<file path="config.mk">
export PLATFORM = sky130hd
export DESIGN_NAME = header_message_byte_parser_core
export DESIGN_NICKNAME = d
export VERILOG_FILES = /design/src/rtl/hmbp_pkg.sv /design/src/rtl/hmbp_step.sv /design/src/rtl/header_message_byte_parser_core.sv
export SDC_FILE = /design/constraint.sdc
export NUM_CORES = 1
export LEC_CHECK = 0
export ABC_AREA = 1
export BUFFER_PORTS_ARGS = -buffer_cell sky130_fd_sc_hd__buf_2
export CORE_MARGIN = 10
export CORE_UTILIZATION = 55
export CTS_CLUSTER_DIAMETER = 200
export DETAILED_ROUTE_END_ITERATION = 10
export PLACE_DENSITY = 0.75
export SYNTH_ARGS = -nofsm -noshare
export SYNTH_HDL_FRONTEND = slang
export SYNTH_HIERARCHICAL = 1
export SYNTH_SLANG_ARGS = --single-unit
</file>
<file path="constraint.sdc">
create_clock -name clock -period 3.4 [get_ports clock]
set_clock_uncertainty 0.2 [all_clocks]
set_input_delay 0.17 -clock clock [delete_from_list [all_inputs] [get_ports clock]]
set_output_delay 0.17 -clock clock [all_outputs]
set_load 0.03 [all_outputs]
</file>
<file path="src/rtl/hmbp_pkg.sv">
// hmbp_pkg: shared types, constants and character helpers for the header message byte parser
// used by hmbp_step, header_message_byte_parser_core and hmbp_checker; no dependencies

package hmbp_pkg;

   // width of the body length counter; the digit accumulator is one bit wider
   localparam int LENGTH_BITS = 16;
   localparam int LEN_ACC_W   = LENGTH_BITS + 1;
   localparam int LEN_PROD_W  = LENGTH_BITS + 5;
   localparam int MAX_LEN_W   = 16;

   localparam int KEY_LEN = 14;
   localparam int KEY_POS_W = 4;

   localparam logic [7:0] CHAR_CR    = 8'h0D;
   localparam logic [7:0] CHAR_LF    = 8'h0A;
   localparam logic [7:0] CHAR_SPACE = 8'h20;
   localparam logic [7:0] CHAR_COLON = 8'h3A;
   localparam logic [7:0] CHAR_ZERO  = 8'h30;

   localparam logic [7:0] LENGTH_KEY [KEY_LEN] = '{
      "c", "o", "n", "t", "e", "n", "t", "-", "l", "e", "n", "g", "t", "h"
   };

   // message parts
   localparam logic [2:0] PART_PROTOCOL = 3'd0;
   localparam logic [2:0] PART_METHOD   = 3'd1;
   localparam logic [2:0] PART_NAME     = 3'd2;
   localparam logic [2:0] PART_VALUE    = 3'd3;
   localparam logic [2:0] PART_HDR_END  = 3'd4;
   localparam logic [2:0] PART_BODY     = 3'd5;

   // error codes
   localparam logic [3:0] ERR_NONE         = 4'd0;
   localparam logic [3:0] ERR_PROTO_START  = 4'd1;
   localparam logic [3:0] ERR_PROTO_CHAR   = 4'd2;
   localparam logic [3:0] ERR_METHOD_START = 4'd3;
   localparam logic [3:0] ERR_METHOD_CHAR  = 4'd4;
   localparam logic [3:0] ERR_NO_LF        = 4'd5;
   localparam logic [3:0] ERR_NAME_START   = 4'd6;
   localparam logic [3:0] ERR_NAME_CHAR    = 4'd7;
   localparam logic [3:0] ERR_NO_SPACE     = 4'd8;
   localparam logic [3:0] ERR_VALUE_CHAR   = 4'd9;
   localparam logic [3:0] ERR_DUP_LENGTH   = 4'd10;
   localparam logic [3:0] ERR_BAD_LENGTH   = 4'd11;

   typedef enum logic [9:0] {
      ST_START     = 10'b00_0000_0001,
      ST_PROTO     = 10'b00_0000_0010,
      ST_METHOD    = 10'b00_0000_0100,
      ST_METHOD_LF = 10'b00_0000_1000,
      ST_NAME      = 10'b00_0001_0000,
      ST_COLON_SP  = 10'b00_0010_0000,
      ST_VALUE     = 10'b00_0100_0000,
      ST_VALUE_LF  = 10'b00_1000_0000,
      ST_END_LF    = 10'b01_0000_0000,
      ST_BODY      = 10'b10_0000_0000
   } parse_state_type;

   typedef struct packed {
      parse_state_type        parse_state;
      logic                   at_token_start;
      logic                   length_seen;
      logic [KEY_POS_W-1:0]   name_match_pos;
      logic                   name_mismatch;
      logic                   value_is_length;
      logic [LEN_ACC_W-1:0]   length_value;
      logic                   value_bad;
      logic [LENGTH_BITS-1:0] body_remaining;
   } parser_type;

   typedef struct packed {
      logic [7:0] out_byte;
      logic [2:0] part;
      logic       token_end;
      logic       packet_end;
      logic [3:0] error_code;
   } result_type;

   localparam parser_type PARSER_RESET = '{
      parse_state:     ST_START,
      at_token_start:  1'b0,
      length_seen:     1'b0,
      name_match_pos:  '0,
      name_mismatch:   1'b0,
      value_is_length: 1'b0,
      length_value:    '0,
      value_bad:       1'b0,
      body_remaining:  '0
   };

   function automatic logic is_cap(input logic [7:0] c);
      return (c >= "A") && (c <= "Z");
   endfunction

   function automatic logic is_digit(input logic [7:0] c);
      return (c >= "0") && (c <= "9");
   endfunction

   function automatic logic is_letter(input logic [7:0] c);
      return is_cap(c) || ((c >= "a") && (c <= "z"));
   endfunction

   function automatic logic is_cap_dig_us(input logic [7:0] c);
      return is_cap(c) || is_digit(c) || (c == "_");
   endfunction

   function automatic logic is_name_char(input logic [7:0] c);
      return is_letter(c) || is_digit(c) || (c == "_") || (c == "-");
   endfunction

   function automatic logic is_printable(input logic [7:0] c);
      return (c >= 8'h20) && (c <= 8'h7E);
   endfunction

endpackage

</file>
<file path="src/rtl/hmbp_step.sv">
// hmbp_step: next-state and result logic for one byte of the header message parser
// depends on hmbp_pkg

module hmbp_step (
   input  logic [7:0]                    in_byte,
   input  logic [hmbp_pkg::MAX_LEN_W-1:0] max_body_length,
   input  hmbp_pkg::parser_type          cur,
   output hmbp_pkg::parser_type          nxt,
   output hmbp_pkg::result_type          res
);

   logic [3:0]                          err;
   logic                                tok;
   logic                                pkt;
   logic [2:0]                          part;
   logic                                key_hit;
   logic [hmbp_pkg::LEN_PROD_W-1:0]     acc_prod;
   logic [hmbp_pkg::LEN_PROD_W-1:0]     acc_cap;
   logic [3:0]                          digit;

   assign digit    = 4'(in_byte - hmbp_pkg::CHAR_ZERO);
   assign acc_cap  = hmbp_pkg::LEN_PROD_W'(1) << hmbp_pkg::LENGTH_BITS;
   // length_value * 10 + digit
   assign acc_prod = hmbp_pkg::LEN_PROD_W'(cur.length_value) * hmbp_pkg::LEN_PROD_W'(10)
                   + hmbp_pkg::LEN_PROD_W'(digit);
   assign key_hit  = !cur.name_mismatch
                   && (cur.name_match_pos == hmbp_pkg::KEY_POS_W'(hmbp_pkg::KEY_LEN));

   always_comb begin
      nxt  = cur;
      err  = hmbp_pkg::ERR_NONE;
      tok  = 1'b0;
      pkt  = 1'b0;
      part = hmbp_pkg::PART_BODY;

      unique case (cur.parse_state)
         hmbp_pkg::ST_START: begin
            part = hmbp_pkg::PART_PROTOCOL;
            if (hmbp_pkg::is_cap(in_byte)) nxt.parse_state = hmbp_pkg::ST_PROTO;
            else err = hmbp_pkg::ERR_PROTO_START;
         end
         hmbp_pkg::ST_PROTO: begin
            part = hmbp_pkg::PART_PROTOCOL;
            if (in_byte == hmbp_pkg::CHAR_SPACE) begin
               tok = 1'b1;
               nxt.parse_state = hmbp_pkg::ST_METHOD;
               nxt.at_token_start = 1'b1;
            end else if (!hmbp_pkg::is_cap_dig_us(in_byte)) begin
               err = hmbp_pkg::ERR_PROTO_CHAR;
            end
         end
         hmbp_pkg::ST_METHOD: begin
            part = hmbp_pkg::PART_METHOD;
            if (cur.at_token_start) begin
               if (hmbp_pkg::is_cap(in_byte)) nxt.at_token_start = 1'b0;
               else err = hmbp_pkg::ERR_METHOD_START;
            end else if (in_byte == hmbp_pkg::CHAR_CR) begin
               nxt.parse_state = hmbp_pkg::ST_METHOD_LF;
            end else if (!hmbp_pkg::is_cap_dig_us(in_byte)) begin
               err = hmbp_pkg::ERR_METHOD_CHAR;
            end
         end
         hmbp_pkg::ST_METHOD_LF, hmbp_pkg::ST_VALUE_LF: begin
            part = (cur.parse_state == hmbp_pkg::ST_METHOD_LF) ? hmbp_pkg::PART_METHOD
                                                                : hmbp_pkg::PART_VALUE;
            if (in_byte == hmbp_pkg::CHAR_LF) begin
               tok = 1'b1;
               nxt.parse_state = hmbp_pkg::ST_NAME;
               nxt.at_token_start = 1'b1;
            end else begin
               err = hmbp_pkg::ERR_NO_LF;
            end
         end
         hmbp_pkg::ST_NAME: begin
            part = hmbp_pkg::PART_NAME;
            if (cur.at_token_start) begin
               if (hmbp_pkg::is_letter(in_byte)) begin
                  nxt.at_token_start = 1'b0;
                  nxt.name_mismatch  = (in_byte != hmbp_pkg::LENGTH_KEY[0]);
                  nxt.name_match_pos = hmbp_pkg::KEY_POS_W'(1);
               end else if (in_byte == hmbp_pkg::CHAR_CR) begin
                  // blank line: start of header end
                  part = hmbp_pkg::PART_HDR_END;
                  nxt.at_token_start = 1'b0;
                  nxt.parse_state = hmbp_pkg::ST_END_LF;
               end else begin
                  err = hmbp_pkg::ERR_NAME_START;
               end
            end else if (hmbp_pkg::is_name_char(in_byte)) begin
               if (cur.name_match_pos >= hmbp_pkg::KEY_POS_W'(hmbp_pkg::KEY_LEN)) begin
                  nxt.name_mismatch = 1'b1;
               end else begin
                  if (in_byte != hmbp_pkg::LENGTH_KEY[cur.name_match_pos])
                     nxt.name_mismatch = 1'b1;
                  nxt.name_match_pos = cur.name_match_pos + 1'b1;
               end
            end else if (in_byte == hmbp_pkg::CHAR_COLON) begin
               if (key_hit && cur.length_seen) begin
                  err = hmbp_pkg::ERR_DUP_LENGTH;
               end else begin
                  if (key_hit) nxt.length_seen = 1'b1;
                  nxt.value_is_length = key_hit;
                  nxt.length_value    = '0;
                  nxt.value_bad       = 1'b0;
                  nxt.parse_state     = hmbp_pkg::ST_COLON_SP;
               end
            end else begin
               err = hmbp_pkg::ERR_NAME_CHAR;
            end
         end
         hmbp_pkg::ST_COLON_SP: begin
            part = hmbp_pkg::PART_NAME;
            if (in_byte == hmbp_pkg::CHAR_SPACE) begin
               tok = 1'b1;
               nxt.parse_state = hmbp_pkg::ST_VALUE;
            end else begin
               err = hmbp_pkg::ERR_NO_SPACE;
            end
         end
         hmbp_pkg::ST_VALUE: begin
            part = hmbp_pkg::PART_VALUE;
            if (hmbp_pkg::is_printable(in_byte)) begin
               if (cur.value_is_length) begin
                  if (!hmbp_pkg::is_digit(in_byte)) begin
                     nxt.value_bad = 1'b1;
                  end else if (!cur.length_value[hmbp_pkg::LENGTH_BITS]) begin
                     // accumulator saturates at 2^LENGTH_BITS
                     if (acc_prod > acc_cap)
                        nxt.length_value = hmbp_pkg::LEN_ACC_W'(acc_cap);
                     else
                        nxt.length_value = hmbp_pkg::LEN_ACC_W'(acc_prod);
                  end
               end
            end else if (in_byte == hmbp_pkg::CHAR_CR) begin
               if (cur.value_is_length) begin
                  if (cur.value_bad || (cur.length_value == '0)
                      || (32'(cur.length_value) > 32'(max_body_length)))
                     err = hmbp_pkg::ERR_BAD_LENGTH;
                  else
                     nxt.body_remaining = cur.length_value[hmbp_pkg::LENGTH_BITS-1:0];
               end
               nxt.value_is_length = 1'b0;
               nxt.parse_state = hmbp_pkg::ST_VALUE_LF;
            end else begin
               err = hmbp_pkg::ERR_VALUE_CHAR;
            end
         end
         hmbp_pkg::ST_END_LF: begin
            part = hmbp_pkg::PART_HDR_END;
            if (in_byte == hmbp_pkg::CHAR_LF) begin
               tok = 1'b1;
               if (cur.length_seen) begin
                  nxt.parse_state = hmbp_pkg::ST_BODY;
               end else begin
                  pkt = 1'b1;
                  nxt = hmbp_pkg::PARSER_RESET;
               end
            end else begin
               err = hmbp_pkg::ERR_NO_LF;
            end
         end
         default: begin
            part = hmbp_pkg::PART_BODY;
            if (cur.body_remaining <= hmbp_pkg::LENGTH_BITS'(1)) begin
               tok = 1'b1;
               pkt = 1'b1;
               nxt = hmbp_pkg::PARSER_RESET;
            end else begin
               nxt.body_remaining = cur.body_remaining - 1'b1;
            end
         end
      endcase

      // any error drops back to the start state
      if (err != hmbp_pkg::ERR_NONE) begin
         tok = 1'b0;
         pkt = 1'b0;
         nxt = hmbp_pkg::PARSER_RESET;
      end
   end

   assign res.out_byte   = in_byte;
   assign res.part       = part;
   assign res.token_end  = tok;
   assign res.packet_end = pkt;
   assign res.error_code = err;

endmodule

</file>
<file path="src/rtl/header_message_byte_parser_core.sv">
// header_message_byte_parser_core: top level of the header message byte parser
// depends on hmbp_pkg and hmbp_step

// Checks a text message one byte per transaction: protocol name, space, method, CRLF,
// "name: value" CRLF header lines, a blank CRLF, then a body whose length comes from
// the content-length header. Every accepted byte yields exactly one response
// transaction carrying the echoed byte, its part, token and packet end marks and an
// error code; any error sends the parser back to its start state. Throughput is one
// byte per clock while req_stall is low: the whole per-byte update (state decode, key
// match and the multiply-by-ten digit accumulate) is combinational between the parser
// state register and the response register. The response side has a two-entry buffer
// (output register plus skid slot): a response parks in the skid slot while the output
// is stalled, so a byte is taken while a finished response is still waiting; req_stall
// rises only once both entries are full. max_body_length may be written only while the
// block is idle; it resets to 65535. No clearing pass is needed after reset.

module header_message_byte_parser_core (
   input  logic                           clock,
   input  logic                           reset,
   // configuration
   input  logic                           csr_wr_en,
   input  logic [hmbp_pkg::MAX_LEN_W-1:0] csr_wr_data,
   // request channel
   input  logic                           req_valid,
   output logic                           req_stall,
   input  logic [7:0]                     req_in_byte,
   // response channel
   output logic                           rsp_valid,
   input  logic                           rsp_stall,
   output logic [7:0]                     rsp_out_byte,
   output logic [2:0]                     rsp_part,
   output logic                           rsp_token_end,
   output logic                           rsp_packet_end,
   output logic [3:0]                     rsp_error_code
);

   // configuration register
   logic [hmbp_pkg::MAX_LEN_W-1:0] max_len_ff;

   // parser state
   hmbp_pkg::parser_type parser_ff;
   hmbp_pkg::parser_type parser_in;

   // result of the byte currently presented
   hmbp_pkg::result_type step_res;

   // response buffer: output register and skid slot
   logic                 out_valid_ff, out_valid_in;
   hmbp_pkg::result_type out_data_ff,  out_data_in;
   logic                 skid_valid_ff, skid_valid_in;
   hmbp_pkg::result_type skid_data_ff,  skid_data_in;

   logic req_accept;
   logic out_free;

   assign req_stall  = skid_valid_ff;
   assign req_accept = req_valid && !req_stall;
   // output register can take new data this cycle
   assign out_free   = !out_valid_ff || !rsp_stall;

   hmbp_step u_step (
      .in_byte         (req_in_byte),
      .max_body_length (max_len_ff),
      .cur             (parser_ff),
      .nxt             (parser_in),
      .res             (step_res)
   );

   // response buffer steering
   always_comb begin
      out_valid_in  = out_valid_ff;
      out_data_in   = out_data_ff;
      skid_valid_in = skid_valid_ff;
      skid_data_in  = skid_data_ff;
      if (out_free) begin
         if (skid_valid_ff) begin
            // drain the skid slot first; no request is taken while it is full
            out_valid_in  = 1'b1;
            out_data_in   = skid_data_ff;
            skid_valid_in = 1'b0;
         end else begin
            out_valid_in = req_accept;
            out_data_in  = step_res;
         end
      end else if (req_accept) begin
         // output register is stalled, park the new response
         skid_valid_in = 1'b1;
         skid_data_in  = step_res;
      end
   end

   always_ff @(posedge clock) begin
      if (reset) begin
         max_len_ff    <= '1;
         parser_ff     <= hmbp_pkg::PARSER_RESET;
         out_valid_ff  <= 1'b0;
         skid_valid_ff <= 1'b0;
      end else begin
         if (csr_wr_en) max_len_ff <= csr_wr_data;
         if (req_accept) parser_ff <= parser_in;
         out_valid_ff  <= out_valid_in;
         skid_valid_ff <= skid_valid_in;
      end
   end

   // payload registers, no reset
   always_ff @(posedge clock) begin
      out_data_ff  <= out_data_in;
      skid_data_ff <= skid_data_in;
   end

   assign rsp_valid      = out_valid_ff;
   assign rsp_out_byte   = out_data_ff.out_byte;
   assign rsp_part       = out_data_ff.part;
   assign rsp_token_end  = out_data_ff.token_end;
   assign rsp_packet_end = out_data_ff.packet_end;
   assign rsp_error_code = out_data_ff.error_code;

endmodule

</file>
## Word level (Yosys, flattened, before mapping)

Memory sizes are Yosys's and may differ from the RTL's.
Index checks and enable logic that the tools add are counted.

- Register bits: 104
- Memory bits (read-only): 128
- Input port bits: 29
- Output and inout bits: 19
- Logic and storage cells: 238
- Memories: 1

Memories:

| memory | depth | width | rd ports | clocked after Yosys merged registers in | write ports | line | source |
|---|---|---|---|---|---|---|---|
| (no name shown) | 16 | 8 | 1 | 0 | 0 | hmbp_step.sv:93 | `if (in_byte != hmbp_pkg::LENGTH_KEY[cur.name_match_pos])` |

- Add/subtract/negate cells: 4
- Multipliers: 1
- $lt $le $gt $ge: 13
- Equality and inequality tests: 52
- Muxes and demuxes: 94
- Bitwise logic cells: 2
- Reduce and logical (&&, ||, !) cells: 48

Operator list:

| cell | count |
|---|---|
| 10-bit two-way mux | 12 |
| 52-bit two-way mux | 2 |
| 16-bit two-way mux | 5 |
| 10-bit one-hot mux with 8 select lines | 1 |
| 19-bit two-way mux | 4 |
| 19-bit one-hot mux with 4 select lines | 1 |
| 17-bit two-way mux | 4 |
| 4-bit two-way mux | 12 |
| 16-bit one-hot mux with 3 select lines | 1 |
| 42-bit two-way mux | 1 |
| 18-bit two-way mux | 2 |
| 36-bit two-way mux | 1 |
| 11-bit two-way mux | 3 |
| 3-bit by 1-bit inequality test with 1-bit output (second input constant) | 11 |
| 4-bit one-hot mux with 7 select lines | 1 |
| 8-bit by 6-bit equality test with 1-bit output (second input constant) | 3 |
| 8-bit by 7-bit less-or-equal comparator with 1-bit output (second input constant) | 3 |
| 12-bit AND reduction | 2 |
| 8-bit AND reduction | 3 |
| 1-bit two-way mux | 23 |
| 21-bit by 4-bit adder with 21-bit output | 1 |
| 21-bit by 17-bit > comparator with 1-bit output (second input constant) | 1 |
| 3-bit two-way mux | 7 |
| 3-bit one-hot mux with 7 select lines | 1 |
| other kinds (60) | 109 |

## Depth between registers and ports, before layout

Gate-level depths: netlist (run 1).

- Word-level depth: 12
- Mapped depth: 29
- Gate-level depth less buffers: 29

## Hierarchy

The synthesis (run 1) kept the hierarchy.

Modules (own cells, without submodules):

| module | instances | cells each | area an instance (sq um) | sequential area each (sq um) |
|---|---|---|---|---|
| hmbp_step | 1 | 1104 | 6043.3 | 0.0 |
| header_message_byte_parser_core | 1 | 502 | 4473.0 | 2422.3 |

## Worst setup path before layout (run 1)

OpenSTA, ideal clock, no wires.

- Path type: register -> register
- Start: reg parser_ff[18] (netlist bit)
- End: reg parser_ff[32] (netlist bit)
- Library setup time: 62 ps
- Arrival time: 3279 ps
- Data required time: 3138 ps
- Path slack: -141 ps
- Cell stages (with the launch flop): 27
- Path buffers: 1
- Clock period less this slack: 3541 ps
- Cells stage by stage: dfxtp_1 ha_1 ha_1 inv_1 fa_1 nor2_1 nand3_1 nand2_1 nand2_1 nor2_2 nand3_2 nor2_2 nand3_1 nor2_1 nand3_1 nand2_1 nand2_2 nor2_4 buf_6 nand3_2 nand2_1 nand2_1 a21oi_2 inv_1 nand3_2 nand2_1 nor2_2

RTL lines:

| item | line | source |
|---|---|---|
| start: declaration | header_message_byte_parser_core.sv:41 | `hmbp_pkg::parser_type parser_ff;` |
| start signal: assignment | header_message_byte_parser_core.sv:95 | `parser_ff <= hmbp_pkg::PARSER_RESET;` |
| start signal: assignment | header_message_byte_parser_core.sv:100 | `if (req_accept) parser_ff <= parser_in;` |

==> impl_metrics.ini, run 1 <==
[outcome]
violations_in_the_final_reports = setup timing
status = complete, but fails checks

[global_routing]
first_global_vias = 10300
grt_pass1_wl_mm = 50.8
grt_remaining_overflow = 0
grt.total_usage_pct = 24.8
antenna_violations_before_repair = 0
grt_max_degree = 52

[yosys]
synth-seq-area-share_pct = 23.0
synthesis.area_per_instance_um2 = 6.55
synth_enable_flop_cells = 34
synth.distinct_cells = 59
synth_cells = 1606
ys_ff_latch = 104
mappedNetlistNets = 1695
synth_async_sr_flop_share_pct = 0
netlist_area_mm2 = 0.0105
dominantRegCellSynth = sky130_fd_sc_hd__dfxtp_1
synth-warning-count = 6

[cts]
bufs_on_longest_clock_path = 2
clk-insertion-delay-late_ns = 0.37
numCtsBuffers = 9
numClockSinks = 104
clkSlewWorstSetupHoldPaths_ns = 0.08
clock_tree.htree_level_count = 3
tritoncts = yes
cts_root_buffer = sky130_fd_sc_hd__clkbuf_16

[routing]
drt_iter0_drc = 1118
drt_drc = 0
drtPass1Iterations = 6
detail_route.wirelength_mm = 31.7
drtAntennaViolNets = 0
detailroute.via_count = 11100
wire_per_inst_um = 16.0
drt-vias-per-instance = 5.61

[power]
net-switching-power_mw = 2.48
pwr_density_cell_mw_per_mm2 = 451
max-vdd-ir-drop_uv = 298
intPower_mw = 3.13
seq_power_share_pct = 27.4
pwr-share-clk_pct = 19.6
p_sw_share_pct = 44.2
total_leakage_power_nw = 6.10
combPwrFrac_pct = 53.0

[final_layout]
fillerInstances = 1709
design.final.nets = 1836
layout_commonest_cell = sky130_fd_sc_hd__nand2_1
multiInputGateArea_mm2 = 0.00696
flow.area_growth_from_synthesis_pct = 18.2
layout.cells.most_common_list = sky130_fd_sc_hd__nand2_1 (346), sky130_fd_sc_hd__inv_1 (210), sky130_fd_sc_hd__nor2_1 (165)
seqCellArea_mm2 = 0.00244
final_cells = 1986
share_of_final_layout_standard_cells_stronger_than_drive_strength_1_pct = 25.9
ant_diodes = 0

[placement]
placement.io_buffers = 47
place.detailed.instances = 1933
detailed_place_hpwl_mm = 23.1
place.gp.congestion = 0.954
detailedPlace.worstSlack_ns = -0.327

[die]
top_level_ports = 48
floorplan.initialDensity_pct = 56.0
rows = 50
coreArea_mm2 = 0.0188
floorplan.die.width_um = 158
die_h_um = 158
design.die.area_mm2 = 0.0251

[worst_setup_path]
crit_reg_reg_startpoint = parser_ff[20]
cp-start-kind = flop
rr_worst_depth = 24
rr_endpoint = parser_ff[19]
cp.arrival_ns = 3.72
path_class = reg -> reg
timing.critical_path.to_type = flop
worstPathRequired_ns = 3.49
worst-path-max-fanout = 5
timing.reg2reg.setup_slack_ns = -0.24

[sta]
fin_worst_hold_slack_ns = 0.0133
timing_hold_violations_final = 0
setup_violations_final = 17
report.final.slew_viol_count = 0
fin_crit_sh_pct = 107
clock.fmax_ghz = 0.275
tightestPinTransition_ns = 0.801
maxSlewHeadroom_pct = 46.4
setup_repair_after_global_routing_missed_its_margin = yes
setup_ws_ns = -0.240
period_minus_slack_ns = 3.64

[run]
drv.max_cap_violation_count = 0

[worst_hold_path]
holdCritPathClass = in -> reg
hold_path_startpoint = csr_wr_en
worstHoldEndpoint = max_len_ff[3]
min_path_cells = 3
-- per-stage QoR --
step	power [mW]	area, um^2	util [%]	setup TNS, ns
2_1_floorplan	3.47	10500	-	0
3_3_place_gp	4.27	11500	61.4	-3.13
3_5_place_dp	4.31	11500	61.4	-4.19
4_1_cts	5.49	12200	65.1	-2.79
5_1_grt	5.99	12400	66.2	-8.22
6_report	5.61	12400	66.2	-3.04
-- cell type report --
cell class	count	area share (%)
sequential	104	19.6
clock buffer	9	1.81
clock inverter	7	0.604
multi-input combinational	1188	56.0
inverter	243	7.45
timing repair buffer	201	12.2
tap	234	2.36
-- cell usage after synthesis (all sizes together) (3+ instances only) --
cell type	count	area (um^2)
clkbuf	16	60.1
o21bai	3	26.3
ha	58	726
nand3b	3	22.5
o31ai	5	37.5
a21oi	104	584
buf	55	392
nor2	238	1120
a221oi	3	26.3
o22ai	16	100
clkinv	5	23.8
dfxtp	70	1400
o211ai	7	66.3
xor2	21	184
nor4	8	80.1
inv	238	898
nor3	39	246
nand3	159	1130
nand2	380	1480
a31oi	12	75.1
o21ai	67	339
edfxtp	34	1020
xnor2	5	43.8
nand4	45	294
-- worst max-delay path, stage by stage, from the launching register on --
cell                      delay, ns
sky130_fd_sc_hd__dfxtp_4       0.37
sky130_fd_sc_hd__ha_4          0.28
sky130_fd_sc_hd__ha_4          0.13
sky130_fd_sc_hd__inv_2         0.04
sky130_fd_sc_hd__fa_2          0.48
sky130_fd_sc_hd__nor2_4        0.12
sky130_fd_sc_hd__nand3_2       0.11
sky130_fd_sc_hd__nand2_1       0.09
sky130_fd_sc_hd__nand2_2       0.11
sky130_fd_sc_hd__nor2_4        0.13
sky130_fd_sc_hd__nand3_4       0.10
sky130_fd_sc_hd__nor2_4        0.10
sky130_fd_sc_hd__nand3_2       0.09
sky130_fd_sc_hd__nor2_2        0.08
sky130_fd_sc_hd__nand3_1       0.07
sky130_fd_sc_hd__nand2_1       0.08
sky130_fd_sc_hd__nand2_2       0.08
sky130_fd_sc_hd__nor2_4        0.15
sky130_fd_sc_hd__and2_4        0.20
sky130_fd_sc_hd__nand2_1       0.08
sky130_fd_sc_hd__a21oi_2       0.12
sky130_fd_sc_hd__inv_1         0.06
sky130_fd_sc_hd__nand3_2       0.07
sky130_fd_sc_hd__nand2_2       0.07
sky130_fd_sc_hd__nor2_4        0.16
-- layer usage --
metal	vias to the layer above	wire length, um	GRT usage [%]
met4	0	936	8.29
li1	5505	-	-
met2	502	14100	39.2
met1	5061	13700	32.8
met5	-	0	0
met3	79	2900	5.53
-- worst max path at each step --
stage,from,endpoint,cells after the start
floorplan,parser_ff[18],parser_ff[18],28
global placement,parser_ff[26],parser_ff[19],21
detailed placement,parser_ff[18],parser_ff[19],24
CTS,parser_ff[18],parser_ff[19],24
global route,parser_ff[17],parser_ff[22],26
finish,parser_ff[20],parser_ff[19],24
-- cells by family after synthesis --
family                   count (synthesis)  share of synthesized area, %
adder cells (fa/ha/maj)                 60                          7.28
XOR/XNOR                                26                          2.17
buffers and inverters                  314                          13.1
flip-flops                             104                          23.0
AO/OA/AOI/OAI                          225                          12.5
AND/OR/NAND/NOR                        877                          41.9
-- sequential cells by signal, summed over array words and instances (netlist names) --
name and flops:
max_len_ff 16, parser_ff 52, req_stall 1, rsp_error_code 4
rsp_out_byte 8, rsp_packet_end 1, rsp_part 3, rsp_token_end 1
rsp_valid 1, skid_data_ff 17
-- what timing repair did --
action,4_1_cts,5_1_grt
resized for setup,19,48
setup endpoints to repair,17,44
buffers inserted,3,5
pin swaps,10,20
gates cloned,0,0
endpoints found under the hold margin,28,0
hold buffers,29,0
-- power by group through the flow --
stage | Combinational, mW | Sequential [mW] | Clock, mW
after floorplan | 1.86 | 1.61 | 0
after global placement | 2.71 | 1.55 | 0
after detailed placement | 2.75 | 1.56 | 0
after CTS | 2.84 | 1.53 | 1.11
after global routing | 3.28 | 1.55 | 1.16
final | 2.97 | 1.54 | 1.10
Power figures use the tool's default switching activity.
==> inputs of run 2 (changes only) <==
--- a/config.mk
+++ b/config.mk
@@ -7,11 +7,12 @@
 export LEC_CHECK = 0
 export ABC_AREA = 1
 export BUFFER_PORTS_ARGS = -buffer_cell sky130_fd_sc_hd__buf_2
-export CORE_MARGIN = 10
-export CORE_UTILIZATION = 55
+export CELL_PAD_IN_SITES_DETAIL_PLACEMENT = 1
+export CELL_PAD_IN_SITES_GLOBAL_PLACEMENT = 2
+export CORE_UTILIZATION = 32
 export CTS_CLUSTER_DIAMETER = 200
 export DETAILED_ROUTE_END_ITERATION = 10
-export PLACE_DENSITY = 0.75
+export PLACE_DENSITY_LB_ADDON = 0.1
 export SYNTH_ARGS = -nofsm -noshare
 export SYNTH_HDL_FRONTEND = slang
 export SYNTH_HIERARCHICAL = 1
==> run 2 against run 1 <==
  * The run still ends with setup timing left
  * Utilization is 25 points lower
  * Setup slack got worse by 0.017 ns
  * Sequential share of layout area shrank 1.2 points
  * Critical endpoint is now parser_ff[28]
  * Largest cell class unchanged
  * Highest routed layer unchanged
==> impl_metrics.ini, run 2 (same netlist as run 1, synthesis figures left out) <==
[power]
pwr_density_cell_mw_per_mm2 = 442
max-vdd-ir-drop_uv = 400
design_power_total_mw = 5.86
total_leakage_power_nw = 6.35

[cts]
cts_root_buffer = sky130_fd_sc_hd__clkbuf_16
clkSlewWorstSetupHoldPaths_ns = 0.10
numClockSinks = 104
clk-insertion-delay-late_ns = 0.40
bufs_on_longest_clock_path = 2
clock_tree.htree_level_count = 3
numCtsBuffers = 9
tritoncts = yes

[sta]
period_minus_slack_ns = 3.66
timing_hold_violations_final = 0
fin_crit_sh_pct = 108
maxSlewHeadroom_pct = 51.3
clock.fmax_ghz = 0.273
report.final.slew_viol_count = 0
totalNegativeSetupSlack_ns = -3.33
setup_repair_after_global_routing_missed_its_margin = yes
setup_ws_ns = -0.256
tightestPinTransition_ns = 0.731
setup_violations_final = 17

[placement]
dpl_cell_area_mm2 = 0.0121
place.gp.congestion = 0.845
placement.io_buffers = 47
detailed_place_hpwl_mm = 30.1

[worst_setup_path]
timing.reg2reg.setup_slack_ns = -0.26
rr_worst_depth = 24
cp-start-kind = flop
worstPathRequired_ns = 3.53
rr_endpoint = parser_ff[28]
crit_reg_reg_startpoint = parser_ff[20]
path_class = reg -> reg
timing.critical_path.to_type = flop
cp.arrival_ns = 3.79
worst-path-max-fanout = 5

[final_layout]
flow.area_growth_from_synthesis_pct = 26.2
layout_commonest_cell = sky130_fd_sc_hd__nand2_1
fin_area_mm2 = 0.0133
largest_regs = parser_ff x52, skid_data_ff x17, max_len_ff x16
share_of_final_layout_standard_cells_stronger_than_drive_strength_1_pct = 28.7
layout.cells.most_common_list = sky130_fd_sc_hd__nand2_1 (342), sky130_fd_sc_hd__inv_1 (210), sky130_fd_sc_hd__nor2_1 (162)
largest_register_ffs = 52
ant_diodes = 0
largest_register = parser_ff
design.final.nets = 1872

[global_routing]
grt_max_degree = 51
grt_pass1_wl_mm = 61.4
grt.total_usage_pct = 23.6
grt_remaining_overflow = 0
first_global_vias = 11000
antenna_violations_before_repair = 0

[routing]
detail_route.wirelength_mm = 38.9
drt_iter0_drc = 606
detailroute.via_count = 11000
drtAntennaViolNets = 0
drtPass1Iterations = 7
wire_per_inst_um = 17.4
drt-vias-per-instance = 4.95
drt_drc = 0

[worst_hold_path]
holdCritPathClass = in -> reg
worstHoldEndpoint = max_len_ff[12]
hold_path_startpoint = csr_wr_en
min_path_cells = 3

[outcome]
violations_in_the_final_reports = setup timing
status = complete, but fails checks

[die]
rows = 66
coreArea_mm2 = 0.0325
design.die.area_mm2 = 0.0336
die_h_um = 183
floorplan.die.width_um = 183
floorplan.initialDensity_pct = 32.4
top_level_ports = 48

[run]
drv.max_cap_violation_count = 0
run 2: cell types whose count changed in the layout (fill, tap and decap cells not counted), sizes merged:
cell / before / now
clkinvlp: 2 / 0
buf: 172 / 204
dlygate4sd3: 29 / 33
clkinv: 7 / 9
run 2: layout make-up:
| type | instances | area [um^2] |
|---|---|---|
| clock buffers | 9 | 225 |
| clock inverters | 7 | 72.6 |
| fillers | 4228 | 19200 |
| inverters | 243 | 922 |
| multi-input cells | 1188 | 7160 |
| flip-flops and latches | 104 | 2440 |
| well taps | 442 | 553 |
| repair buffers | 237 | 1890 |
run 2: worst max-delay path: stages (launching register included):
cell,delay (ns)
sky130_fd_sc_hd__dfxtp_4,0.38
sky130_fd_sc_hd__ha_4,0.24
sky130_fd_sc_hd__ha_4,0.16
sky130_fd_sc_hd__inv_2,0.05
sky130_fd_sc_hd__fa_2,0.47
sky130_fd_sc_hd__inv_1,0.08
sky130_fd_sc_hd__nand2_1,0.08
sky130_fd_sc_hd__nor2_4,0.16
sky130_fd_sc_hd__buf_4,0.14
sky130_fd_sc_hd__xor2_1,0.21
sky130_fd_sc_hd__nand4_1,0.12
sky130_fd_sc_hd__nor2_1,0.12
sky130_fd_sc_hd__nand2_1,0.06
sky130_fd_sc_hd__nor2_1,0.12
sky130_fd_sc_hd__nand3_1,0.09
sky130_fd_sc_hd__nand2_2,0.13
sky130_fd_sc_hd__buf_6,0.14
sky130_fd_sc_hd__nand3_2,0.07
sky130_fd_sc_hd__nand2_1,0.06
sky130_fd_sc_hd__nand2_1,0.06
sky130_fd_sc_hd__a21oi_2,0.13
sky130_fd_sc_hd__inv_1,0.06
sky130_fd_sc_hd__nand3_2,0.07
sky130_fd_sc_hd__nand2_2,0.06
sky130_fd_sc_hd__nor2_2,0.14
run 2: repair_timing:
action / CTS / global route
endpoints found under the setup margin: 36 / 52
cloned: 0 / 0
endpoints found under the hold margin: 31 / 0
hold buffers: 33 / 0
pin swaps: 15 / 31
buffers inserted: 3 / 8
gates resized for setup: 40 / 66
run 2: worst max-delay path by stage:
stage                         end           from  slack [ns]  cells past startpoint
floorplan           parser_ff[18]  parser_ff[18]       0.004                     28
global placement    parser_ff[19]  parser_ff[27]       -0.41                     21
detailed placement  parser_ff[19]  parser_ff[18]       -0.44                     26
CTS                 parser_ff[19]  parser_ff[18]       -0.26                     24
global route        parser_ff[28]  parser_ff[20]       -0.52                     26
finish              parser_ff[28]  parser_ff[20]       -0.26                     24
run 2: per-layer routing:
| metal | GRT usage (%) | vias to the layer above | part of all wire [%] |
|---|---|---|---|
| met5 | 0 | - | 0 |
| met4 | 5.00 | 0 | 1.0 |
| met3 | 2.90 | 25 | 2.7 |
| met2 | 38.0 | 155 | 45 |
| met1 | 33.5 | 5281 | 51 |
| li1 | - | 5572 | - |
run 2: report_power, final:
group | internal (mW) | switching (mW)
logic | 1.28 | 1.93
registers | 1.42 | 0.113
clock network | 0.522 | 0.601
total | 3.22 | 2.64
run 2: stage by stage:
step	setup WS (ns)	utilization, %	instances	hold slack (ns)
2_1_floorplan	0.00352	-	1606	0.0855
3_3_place_gp	-0.412	37.3	2170	0.181
3_5_place_dp	-0.443	37.3	2170	0.181
4_1_cts	-0.260	39.8	2222	0.000187
5_1_grt	-0.515	40.9	2230	0.0505
6_report	-0.256	40.9	2230	0.0107
==> inputs of run 3 (changes only) <==
--- a/config.mk
+++ b/config.mk
@@ -12,7 +12,7 @@
 export CORE_UTILIZATION = 32
 export CTS_CLUSTER_DIAMETER = 200
 export DETAILED_ROUTE_END_ITERATION = 10
-export PLACE_DENSITY_LB_ADDON = 0.1
+export PLACE_DENSITY = 0.76
 export SYNTH_ARGS = -nofsm -noshare
 export SYNTH_HDL_FRONTEND = slang
 export SYNTH_HIERARCHICAL = 1
==> run 3 against run 2 <==
  * Critical endpoint is now parser_ff[22]
  * The flow still finishes with violations (setup timing)
  * Critical path depth rose by 5
  * Worst hold slack got worse by 0.0037 ns
  * Setup slack got worse by 0.030 ns
  * Largest cell class unchanged
==> impl_metrics.ini, run 3 (same netlist as run 1, synthesis figures left out) <==
[outcome]
status = complete, but fails checks
violations_in_the_final_reports = setup timing

[sta]
timing_hold_violations_final = 0
tightestPinTransition_ns = 0.935
maxSlewHeadroom_pct = 37.6
report.final.slew_viol_count = 0
clock.fmax_ghz = 0.271
setup_ws_ns = -0.287
fin_crit_sh_pct = 108
setup_repair_after_global_routing_missed_its_margin = yes
setup_violations_final = 17
period_minus_slack_ns = 3.69

[die]
design.die.area_mm2 = 0.0336
rows = 66
top_level_ports = 48
floorplan.initialDensity_pct = 32.4
coreArea_mm2 = 0.0325
floorplan.die.width_um = 183
die_h_um = 183

[global_routing]
grtUsageMet3_pct = 2.68
first_global_vias = 11600
antenna_violations_before_repair = 0
grt_remaining_overflow = 0
grt.total_usage_pct = 23.5
grtUsageMet1_pct = 29.6
grt-busiest-layer = met2
globalRouteMet2Util_pct = 42.6
grt_max_degree = 52
grt_pass1_wl_mm = 61.9

[worst_setup_path]
worstPathRequired_ns = 3.52
cp_slowest_cell = sky130_fd_sc_hd__dfxtp_4
crit_top_cell = sky130_fd_sc_hd__nand2_2
rr_worst_depth = 29
path_class = reg -> reg
worst-path-max-fanout = 4
timing.critical_path.to_type = flop
timing.reg2reg.setup_slack_ns = -0.29
rr_endpoint = parser_ff[22]
crit_reg_reg_startpoint = parser_ff[20]
cp.arrival_ns = 3.80
slowest_delay_ns = 0.37
cp-start-kind = flop

[cts]
tritoncts = yes
cts_root_buffer = sky130_fd_sc_hd__clkbuf_16
clock_tree.htree_level_count = 3
clk-insertion-delay-late_ns = 0.38
clkSlewWorstSetupHoldPaths_ns = 0.08
numClockSinks = 104
numCtsBuffers = 9
bufs_on_longest_clock_path = 2

[routing]
drt_drc = 0
detailroute.via_count = 11100
wire_per_inst_um = 17.3
drtAntennaViolNets = 0
drtPass1Iterations = 4
drt_iter0_drc = 504
detail_route.wirelength_mm = 38.4
drt-vias-per-instance = 5.02

[final_layout]
seqCellArea_mm2 = 0.00245
final_cells = 2219
share_of_final_layout_standard_cells_stronger_than_drive_strength_1_pct = 28.1
design.final.nets = 1861
fillerInstances = 4146
largest_regs = parser_ff x52, skid_data_ff x17, max_len_ff x16
layout.cells.most_common_list = sky130_fd_sc_hd__nand2_1 (340), sky130_fd_sc_hd__inv_1 (211), sky130_fd_sc_hd__nor2_1 (162)
largest_register_ffs = 52
multiInputGateArea_mm2 = 0.00723
flow.area_growth_from_synthesis_pct = 25.7
final_core_util_pct = 40.7
ant_diodes = 0
largest_register = parser_ff
layout_commonest_cell = sky130_fd_sc_hd__nand2_1

[placement]
detailed_place_hpwl_mm = 29.3
place.detailed.instances = 2155
place.gp.congestion = 0.859
placement.io_buffers = 47

[worst_hold_path]
worstHoldEndpoint = max_len_ff[7]
hold_path_startpoint = csr_wr_en
min_path_cells = 3
holdCritPathClass = in -> reg

[run]
drv.max_cap_violation_count = 0

[power]
total_leakage_power_nw = 6.30
max-vdd-ir-drop_uv = 279
pwr_density_cell_mw_per_mm2 = 438
==> run 3: changes by cell type in the layout (fill, tap and decap cells not counted), moves of 2 or more <==
cell and delta:
sky130_fd_sc_hd__a21oi_1 -2, sky130_fd_sc_hd__buf_4 -12, sky130_fd_sc_hd__nor3_2 -4, sky130_fd_sc_hd__buf_12 -3
sky130_fd_sc_hd__buf_6 -2, sky130_fd_sc_hd__nand2_4 +2, sky130_fd_sc_hd__nor3_4 +2, sky130_fd_sc_hd__nor3_1 +2
sky130_fd_sc_hd__nand2_1 -2, sky130_fd_sc_hd__nand3_4 +2, sky130_fd_sc_hd__dlygate4sd3_1 +5
==> run 3: report_power, final <==
part	internal (mW)	switching, mW	total [mW]	leakage [nW]
sequential	1.42	0.119	1.54	0.924
combinational	1.26	1.91	3.17	5.23
clock	0.514	0.574	1.09	0.139
==> run 3: timing repair <==
item                                   CTS  global route
resized for setup                       40            77
setup buffers                            3             7
setup endpoints to repair               19            51
pin swaps                               18            34
hold buffers                            38             0
endpoints found under the hold margin   29             0
==> run 3: metrics by stage <==
step	total power [mW]	cell area [um^2]	hold WS (ns)	TNS [ns]	setup slack, ns
after global placement	4.42	11900	0.180	-4.44	-0.408
after detailed placement	4.48	11900	0.188	-7.24	-0.581
after floorplan	3.47	10500	0.0855	0	0.00352
after global routing	6.22	13200	0.0394	-7.69	-0.526
after CTS	5.70	12800	0.00174	-4.03	-0.308
final	5.80	13200	0.00700	-3.30	-0.287
==> run 3: metal layers <==
| metal | part of all wire (%) | vias to the layer above |
|---|---|---|
| li1 | - | 5548 |
| met1 | 46 | 5383 |
| met2 | 50 | 171 |
| met3 | 2.8 | 39 |
| met4 | 1.7 | 0 |
| met5 | 0 | - |
==> run 3: cell type report <==
| type | instances | area share [%] |
|---|---|---|
| multi-input cells | 1188 | 54.7 |
| flip-flops and latches | 104 | 18.5 |
| repair buffers | 226 | 13.5 |
| inverters | 243 | 6.97 |
| well taps | 442 | 4.18 |
| clock buffers | 9 | 1.70 |
| clock inverters | 7 | 0.473 |
==> run 3: worst max-delay path by stage <==
stage	slack, ns	startpoint	to	cells past startpoint
floorplan	0.004	parser_ff[18]	parser_ff[18]	28
global placement	-0.41	parser_ff[22]	parser_ff[19]	23
detailed placement	-0.58	parser_ff[18]	parser_ff[19]	26
CTS	-0.31	parser_ff[18]	parser_ff[19]	24
global route	-0.53	parser_ff[20]	parser_ff[22]	29
finish	-0.29	parser_ff[20]	parser_ff[22]	29
==> run 3: critical path, delay by kind of cell, from the launching register on <==
kind                       cells  cell delay, ns
and+or+nand+nor               22            2.02
adders and majority gates      3            0.76
DFF                            1            0.37
buffers and inverters          4            0.27
